--- src/sv/fp_pkg.sv ---
// ----------------------------------------------------------------------------
// fp_pkg
// Shared types and constants of the frame parser: the frame phases, the
// status codes, and the structs passed between the top level and the
// frame walker.
// ----------------------------------------------------------------------------
package fp_pkg;

  localparam int ByteW = 8;

  typedef enum logic [2:0] {
    PH_HEADER   = 3'd0,
    PH_SOURCE   = 3'd1,
    PH_DEST     = 3'd2,
    PH_TIME     = 3'd3,
    PH_TYPE     = 3'd4,
    PH_LENGTH   = 3'd5,
    PH_PAYLOAD  = 3'd6,
    PH_CHECKSUM = 3'd7
  } phase_t;

  typedef enum logic [1:0] {
    ST_MORE  = 2'd0,
    ST_OK    = 2'd1,
    ST_ERROR = 2'd2
  } status_t;

  // Everything the parser keeps from one byte to the next.
  typedef struct packed {
    phase_t           phase;
    logic [ByteW-1:0] payload_count;
    logic [ByteW-1:0] src;
    logic [ByteW-1:0] dst;
    logic [ByteW-1:0] tstamp;
    logic [ByteW-1:0] mtype;
    logic [ByteW-1:0] length;
  } fp_state_t;

  // Per-byte report other than the stored header fields.
  typedef struct packed {
    status_t          status;
    logic             payload_valid;
    logic [ByteW-1:0] payload_index;
    logic [ByteW-1:0] payload_byte;
  } fp_report_t;

endpackage

--- src/sv/fp_walker.sv ---
// ----------------------------------------------------------------------------
// fp_walker
// Combinational frame walker: one received byte against the current parser
// state gives the next state and the report for that byte.
// ----------------------------------------------------------------------------
module fp_walker (
  input  fp_pkg::fp_state_t           cur,
  input  logic [fp_pkg::ByteW-1:0]    rx_byte,
  input  logic [fp_pkg::ByteW-1:0]    header_byte,
  output fp_pkg::fp_state_t           nxt,
  output fp_pkg::fp_report_t          rpt
);

  logic [fp_pkg::ByteW-1:0] count_inc;
  logic [fp_pkg::ByteW-1:0] sum;

  assign count_inc = cur.payload_count + fp_pkg::ByteW'(1);
  assign sum       = cur.src + cur.dst + cur.tstamp + cur.length;

  always_comb begin
    nxt               = cur;
    rpt.status        = fp_pkg::ST_MORE;
    rpt.payload_valid = 1'b0;
    rpt.payload_index = '0;
    rpt.payload_byte  = '0;
    case (cur.phase)
      fp_pkg::PH_HEADER: begin
        // Bytes that do not match the header are dropped.
        if (rx_byte == header_byte) begin
          nxt.payload_count = '0;
          nxt.phase         = fp_pkg::PH_SOURCE;
        end
      end
      fp_pkg::PH_SOURCE: begin
        nxt.src   = rx_byte;
        nxt.phase = fp_pkg::PH_DEST;
      end
      fp_pkg::PH_DEST: begin
        nxt.dst   = rx_byte;
        nxt.phase = fp_pkg::PH_TIME;
      end
      fp_pkg::PH_TIME: begin
        nxt.tstamp = rx_byte;
        nxt.phase  = fp_pkg::PH_TYPE;
      end
      fp_pkg::PH_TYPE: begin
        nxt.mtype = rx_byte;
        nxt.phase = fp_pkg::PH_LENGTH;
      end
      fp_pkg::PH_LENGTH: begin
        nxt.length        = rx_byte;
        nxt.payload_count = '0;
        nxt.phase         = (rx_byte == '0) ? fp_pkg::PH_CHECKSUM : fp_pkg::PH_PAYLOAD;
      end
      fp_pkg::PH_PAYLOAD: begin
        rpt.payload_valid = 1'b1;
        rpt.payload_index = cur.payload_count;
        rpt.payload_byte  = rx_byte;
        nxt.payload_count = count_inc;
        if (count_inc == cur.length) begin
          nxt.phase = fp_pkg::PH_CHECKSUM;
        end
      end
      fp_pkg::PH_CHECKSUM: begin
        // Type and payload bytes are not covered by the checksum.
        rpt.status = (sum == rx_byte) ? fp_pkg::ST_OK : fp_pkg::ST_ERROR;
        nxt.phase  = fp_pkg::PH_HEADER;
      end
      default: begin
        nxt.phase = fp_pkg::PH_HEADER;
      end
    endcase
  end

endmodule

--- src/sv/frame_parser.sv ---
// ----------------------------------------------------------------------------
// frame_parser
// Walks a byte stream frame by frame and reports payload bytes and the
// checksum verdict, one result transfer for every input transfer.
// ----------------------------------------------------------------------------
// A byte taken at the input passes the input register, then the result
// register. Throughput: one byte per cycle while out_stall is low; the input
// register and the result register together let a new byte in while a
// finished result waits to be taken.
// Reset (rst_n low, synchronous): both stages empty, parser in the header
// phase, all stored fields, the payload count and header_byte cleared.
// ----------------------------------------------------------------------------
module frame_parser (
  input  logic       clk,
  input  logic       rst_n,

  input  logic       cfg_we,
  input  logic [7:0] cfg_header_byte,

  input  logic       in_valid,
  output logic       in_stall,
  input  logic [7:0] in_rx_byte,

  output logic       out_valid,
  input  logic       out_stall,
  output logic [1:0] out_status,
  output logic       out_payload_valid,
  output logic [7:0] out_payload_index,
  output logic [7:0] out_payload_byte,
  output logic [7:0] out_source_addr,
  output logic [7:0] out_dest_addr,
  output logic [7:0] out_time_stamp,
  output logic [7:0] out_msg_type,
  output logic [7:0] out_msg_length
);

  // Configuration: the byte value that opens a frame.
  logic [fp_pkg::ByteW-1:0] header_r;

  // Input register stage.
  logic                     s1_valid_r;
  logic [fp_pkg::ByteW-1:0] s1_byte_r;

  // Parser state, updated only when a byte moves into the result register.
  fp_pkg::fp_state_t        state_r;
  fp_pkg::fp_state_t        state_nxt;
  fp_pkg::fp_report_t       rpt;

  // Result register stage.
  logic                     out_valid_r;
  fp_pkg::fp_report_t       rpt_r;
  fp_pkg::fp_state_t        fields_r;

  logic                     out_free;
  logic                     s1_advance;
  logic                     in_take;

  // The result register can take a new entry when it is empty or is being
  // drained in this cycle; the input stage refills whenever it moves on.
  assign out_free   = !out_valid_r || !out_stall;
  assign s1_advance = s1_valid_r && out_free;
  assign in_stall   = s1_valid_r && !out_free;
  assign in_take    = in_valid && !in_stall;

  fp_walker u_walker (
    .cur         (state_r),
    .rx_byte     (s1_byte_r),
    .header_byte (header_r),
    .nxt         (state_nxt),
    .rpt         (rpt)
  );

  always_ff @(posedge clk) begin
    if (!rst_n) begin
      header_r <= '0;
    end else if (cfg_we) begin
      header_r <= cfg_header_byte;
    end
  end

  always_ff @(posedge clk) begin
    if (!rst_n) begin
      s1_valid_r <= 1'b0;
    end else if (in_take) begin
      s1_valid_r <= 1'b1;
    end else if (s1_advance) begin
      s1_valid_r <= 1'b0;
    end
  end

  always_ff @(posedge clk) begin
    if (in_take) begin
      s1_byte_r <= in_rx_byte;
    end
  end

  // Parser state commits only as the byte's result is captured, so the
  // stream is processed strictly in order.
  always_ff @(posedge clk) begin
    if (!rst_n) begin
      state_r <= '{phase: fp_pkg::PH_HEADER, default: '0};
    end else if (s1_advance) begin
      state_r <= state_nxt;
    end
  end

  always_ff @(posedge clk) begin
    if (!rst_n) begin
      out_valid_r <= 1'b0;
    end else if (out_free) begin
      out_valid_r <= s1_valid_r;
    end
  end

  // The stored fields reported are those after this byte's update.
  always_ff @(posedge clk) begin
    if (s1_advance) begin
      rpt_r    <= rpt;
      fields_r <= state_nxt;
    end
  end

  assign out_valid         = out_valid_r;
  assign out_status        = rpt_r.status;
  assign out_payload_valid = rpt_r.payload_valid;
  assign out_payload_index = rpt_r.payload_index;
  assign out_payload_byte  = rpt_r.payload_byte;
  assign out_source_addr   = fields_r.src;
  assign out_dest_addr     = fields_r.dst;
  assign out_time_stamp    = fields_r.tstamp;
  assign out_msg_type      = fields_r.mtype;
  assign out_msg_length    = fields_r.length;

endmodule

--- config.mk ---
export PLATFORM = sky130hd
export DESIGN_NAME = frame_parser
export DESIGN_NICKNAME = d
export VERILOG_FILES = /design/src/sv/fp_pkg.sv /design/src/sv/fp_walker.sv /design/src/sv/frame_parser.sv
export SDC_FILE = /design/constraint.sdc
export NUM_CORES = 1
export LEC_CHECK = 0
export ABC_AREA = 1
export BUFFER_PORTS_ARGS = -buffer_cell sky130_fd_sc_hd__buf_2
export CAP_MARGIN = 20
export CORE_MARGIN = 2
export CORE_UTILIZATION = 50
export CTS_CLUSTER_DIAMETER = 150
export DETAILED_ROUTE_END_ITERATION = 12
export PLACE_DENSITY = 0.71
export SETUP_SLACK_MARGIN = 0.15
export SLEW_MARGIN = 20
export SYNTH_ARGS = -nofsm -noshare
export SYNTH_HDL_FRONTEND = slang
export SYNTH_SLANG_ARGS = --single-unit
--- constraint.sdc ---
create_clock -name clk -period 5.5 [get_ports clk]
set_input_delay 0.55 -clock clk [delete_from_list [all_inputs] [get_ports clk]]
set_output_delay 0.55 -clock clk [all_outputs]
set_load 0.02 [all_outputs]
==> results.sh <==
export IMPL_worst_setup_path_type="flip-flop to flip-flop"
export IMPL_period_share_pct=58.9
export IMPL_setup_viol_count_final=0
export IMPL_route_vias_total=4661
export IMPL_synth_largest_area_cell="edfxtp_1"
export IMPL_routed_wirelength_um=13300
export IMPL_cts_buffers_inserted=17
export IMPL_setup_total_negative_slack_ps=0
export IMPL_postSynthRegisterBits=128
export IMPL_yosysSeqAreaShare_pct=54.0
export IMPL_floorplan_die_width_um=113
export IMPL_ys_top_cells_by_count="102 x nand2_1, 91 x inv_1, 86 x o21ai_0"
export IMPL_critical_path_max_fanout=4
export IMPL_grt_remaining_overflow=0
export IMPL_cap_violations=0
export IMPL_pre_cts_slack_ps=2300
export IMPL_grt_antenna_before_repair=0
export IMPL_post_cts_hold_buffer_count=0
export IMPL_fp_coreArea_sq_um=11600
export IMPL_dieHeight_um=113
export IMPL_startpoint_of_the_worst_slack_reg_to_reg_timing_path="state_r[1]"
export IMPL_io_pins=82
export IMPL_utilization_pct=60.8
export IMPL_synth_fp_nets=705
export IMPL_crit_reg2reg_capture="out_status[1]"
export IMPL_wire_length_of_the_first_global_routing_pass_um=21500
export IMPL_critical_path_required_ps=5670
export IMPL_drt_vias_per_instance=5.23
export IMPL_die_area_sq_um=12900
export IMPL_cts_tree="yes"
export IMPL_max_freq_mhz=309
export IMPL_ant_nets=0
export IMPL_worst_r2r_cell_count=14
export IMPL_power_density_nw_per_um2=347
export IMPL_worstSkewPairLatency_ps=420
export IMPL_core_rowCount=39
export IMPL_worstPathArrival_ps=3410
export IMPL_p_total_uw=2440
export IMPL_cpMaxStageDelayCell="fa_1"
export IMPL_post_synth_instance_area_sq_um=5980
export IMPL_unique_cell_type_count_in_the_yosys_netlist=37
export IMPL_cellLeakagePower_uw=0.00320
export IMPL_first_pass_iters=5
export IMPL_place_gp_congestion=0.880
export IMPL_syn_to_final_growth_pct=17.4
export IMPL_antenna_cells_inserted=0
export IMPL_crit_buf_inv=3
export IMPL_clock_sinks=128
export IMPL_via_count_of_the_first_global_routing_pass=4530
export IMPL_worst_path_dominant_cell_family="adder cells"
export IMPL_min_period_ps=3240
export IMPL_reg2reg_setup_slack_ps=2260
export IMPL_final_setup_skew_ps=10.4
export IMPL_max_vdd_drop_uv=181
export IMPL_drt_first_iter_violations=272
export IMPL_cts_setup_buffers=0
export IMPL_slowest_delay_ps=540
export IMPL_clock_tree_root="clkbuf_16"
export IMPL_timing_hold_worst_class="input pin to flip-flop"
export IMPL_cts_htree_levels=4
export IMPL_outcome="complete, no violations"
export IMPL_syn_instance_count=658
export IMPL_fin_nets=783
export IMPL_synthDominantCellAreaShare_pct=33.6
export IMPL_synth_area_top_cells="edfxtp_1 34%, dfxtp_1 20%, o21ai_0 7.2%"
export IMPL_port_buffers=81
export IMPL_async_reset_ff_share_pct=0
export IMPL_rsz0062_at_grt="false"
export IMPL_worst_setup_hold_path_clk_slew_ps=60
export IMPL_synth_main_ff_cell="edfxtp_1"
export IMPL_hold_depth=1
export IMPL_starting_density_of_the_core_pct=51.7
export IMPL_grt_start_max_net_pins=85
export IMPL_cp_launch_type="flip-flop"
export IMPL_hpwlAfterDp_um=9160
export IMPL_cts_max_path_buffers=2
export IMPL_worstMarginPinSlew_ps=867
export IMPL_cp_cell_sequence="fa_1 > inv_1 > fa_1 > inv_1 > ha_1 > fa_1 > xnor2_1 > nand3_1 > nor2_1 > nand2_1 > inv_1 > nand4_1 > nor2_1 > nor2_1"
export IMPL_drc_errors=0
export IMPL_timing_final_hold_violations=0
export IMPL_syn_area_per_cell_sq_um=9.09
export IMPL_layout_setup_ws_ps=2260
export IMPL_synthMostInstantiatedCell="nand2_1"
export IMPL_globalRouteTotalUtil_pct=21.8
export IMPL_worst_setup_path_end_kind="flip-flop"
export IMPL_num_fill_cells=985
export IMPL_ys_warn_count=0
export IMPL_final_layout_size_suffix_gt1_share_pct=17.4
export IMPL_avgRoutedWirePerCell_um=14.9
export IMPL_cts_repair_resize_count=0
export IMPL_slew_headroom_pct=42.2
export IMPL_worstHoldEndpoint="s1_byte_r[5]"
export IMPL_drv_slew=0
export IMPL_worst_hold_startpoint="in_rx_byte[5]"
export IMPL_synth_edf_count=67
-- placed cells by master (no fill, tap or decap), types with 3 or more instances in the layout --
master     count
clkinv_1       3
nand4_1        3
nand2_1      102
edfxtp_1      67
xor2_1         7
o21ai_0       86
fa_1          14
nand3_1       22
o21ai_1        7
ha_1          12
nor4_1         3
inv_2          5
buf_2         81
a211oi_1       6
xnor2_1       14
dfxtp_1       61
clkbuf_16     17
nor2_1        74
or2_2          8
a21oi_1       33
clkbuf_1       6
inv_1         91
clkinv_2       5
-- worst reg2reg max path: cells and delay by family (launching register included) --
kind / cells / cell delay (ps)
and+or+nand+nor: 6 / 580
xor gates and xnor gates: 1 / 130
adders and majority gates: 4 / 1780
DFF: 1 / 360
buffers and inverters: 3 / 150
-- metrics by stage --
stage          instances  cell area [sq um]  hold slack [ps]
3_3_place_gp         860               6490              461
2_1_floorplan        658               5980              444
4_1_cts              892               7030              298
6_report             892               7030              305
5_1_grt              892               7030              293
3_5_place_dp         860               6490              463
-- where the power goes --
| part | switching, uW | total [uW] | internal [uW] |
|---|---|---|---|
| sequential | 37.4 | 1100 | 1060 |
| combinational | 184 | 296 | 112 |
| clock | 382 | 1040 | 658 |
| total | 603 | 2440 | 1830 |
-- cells by family after synthesis --
family	share of synthesized area, %
flops	54.0
compound gates	12.1
simple gates	15.8
fa+ha+maj	7.19
buf+inv	7.82
xor+xnor	3.07
-- state kept, by name (all words and copies together) (netlist names) --
name	flops
out_status	2
out_valid	1
s1_byte_r	8
out_payload_index	8
s1_valid_r	1
out_time_stamp	8
out_msg_type	8
state_r	51
out_payload_byte	8
header_r	8
out_msg_length	8
out_payload_valid	1
out_source_addr	8
out_dest_addr	8
-- area by class of cell --
class,count,area (sq um),share of cell area (%)
flip-flops and latches,128,3230,46.0
well taps,143,179,2.55
repair buffers,83,420,5.98
clock buffers,23,448,6.37
multi-input cells,409,2290,32.6
clock inverters,9,92.6,1.32
inverters,97,364,5.18
-- layer usage --
metal	wire [um]	global-route usage, %	up-vias
li1	-	-	2308
met4	339	9.02	0
met1	5780	26.7	2177
met2	6490	36.5	148
met3	728	6.16	28
met5	0	0	-
-- how the worst max path moves through the flow --
stage / slack (ps) / startpoint / end / cells after the start
6_report: 2260 / state_r[1] / out_status[1] / 14
5_1_grt: 2080 / state_r[1] / out_status[1] / 13
4_1_cts: 2270 / state_r[1] / out_status[1] / 14
3_5_place_dp: 2300 / state_r[1] / out_status[1] / 14
3_3_place_gp: 2360 / state_r[1] / out_status[1] / 14
2_1_floorplan: 2480 / state_r[1] / out_status[0] / 12
No activity file was read; power rests on OpenSTA's default activity.
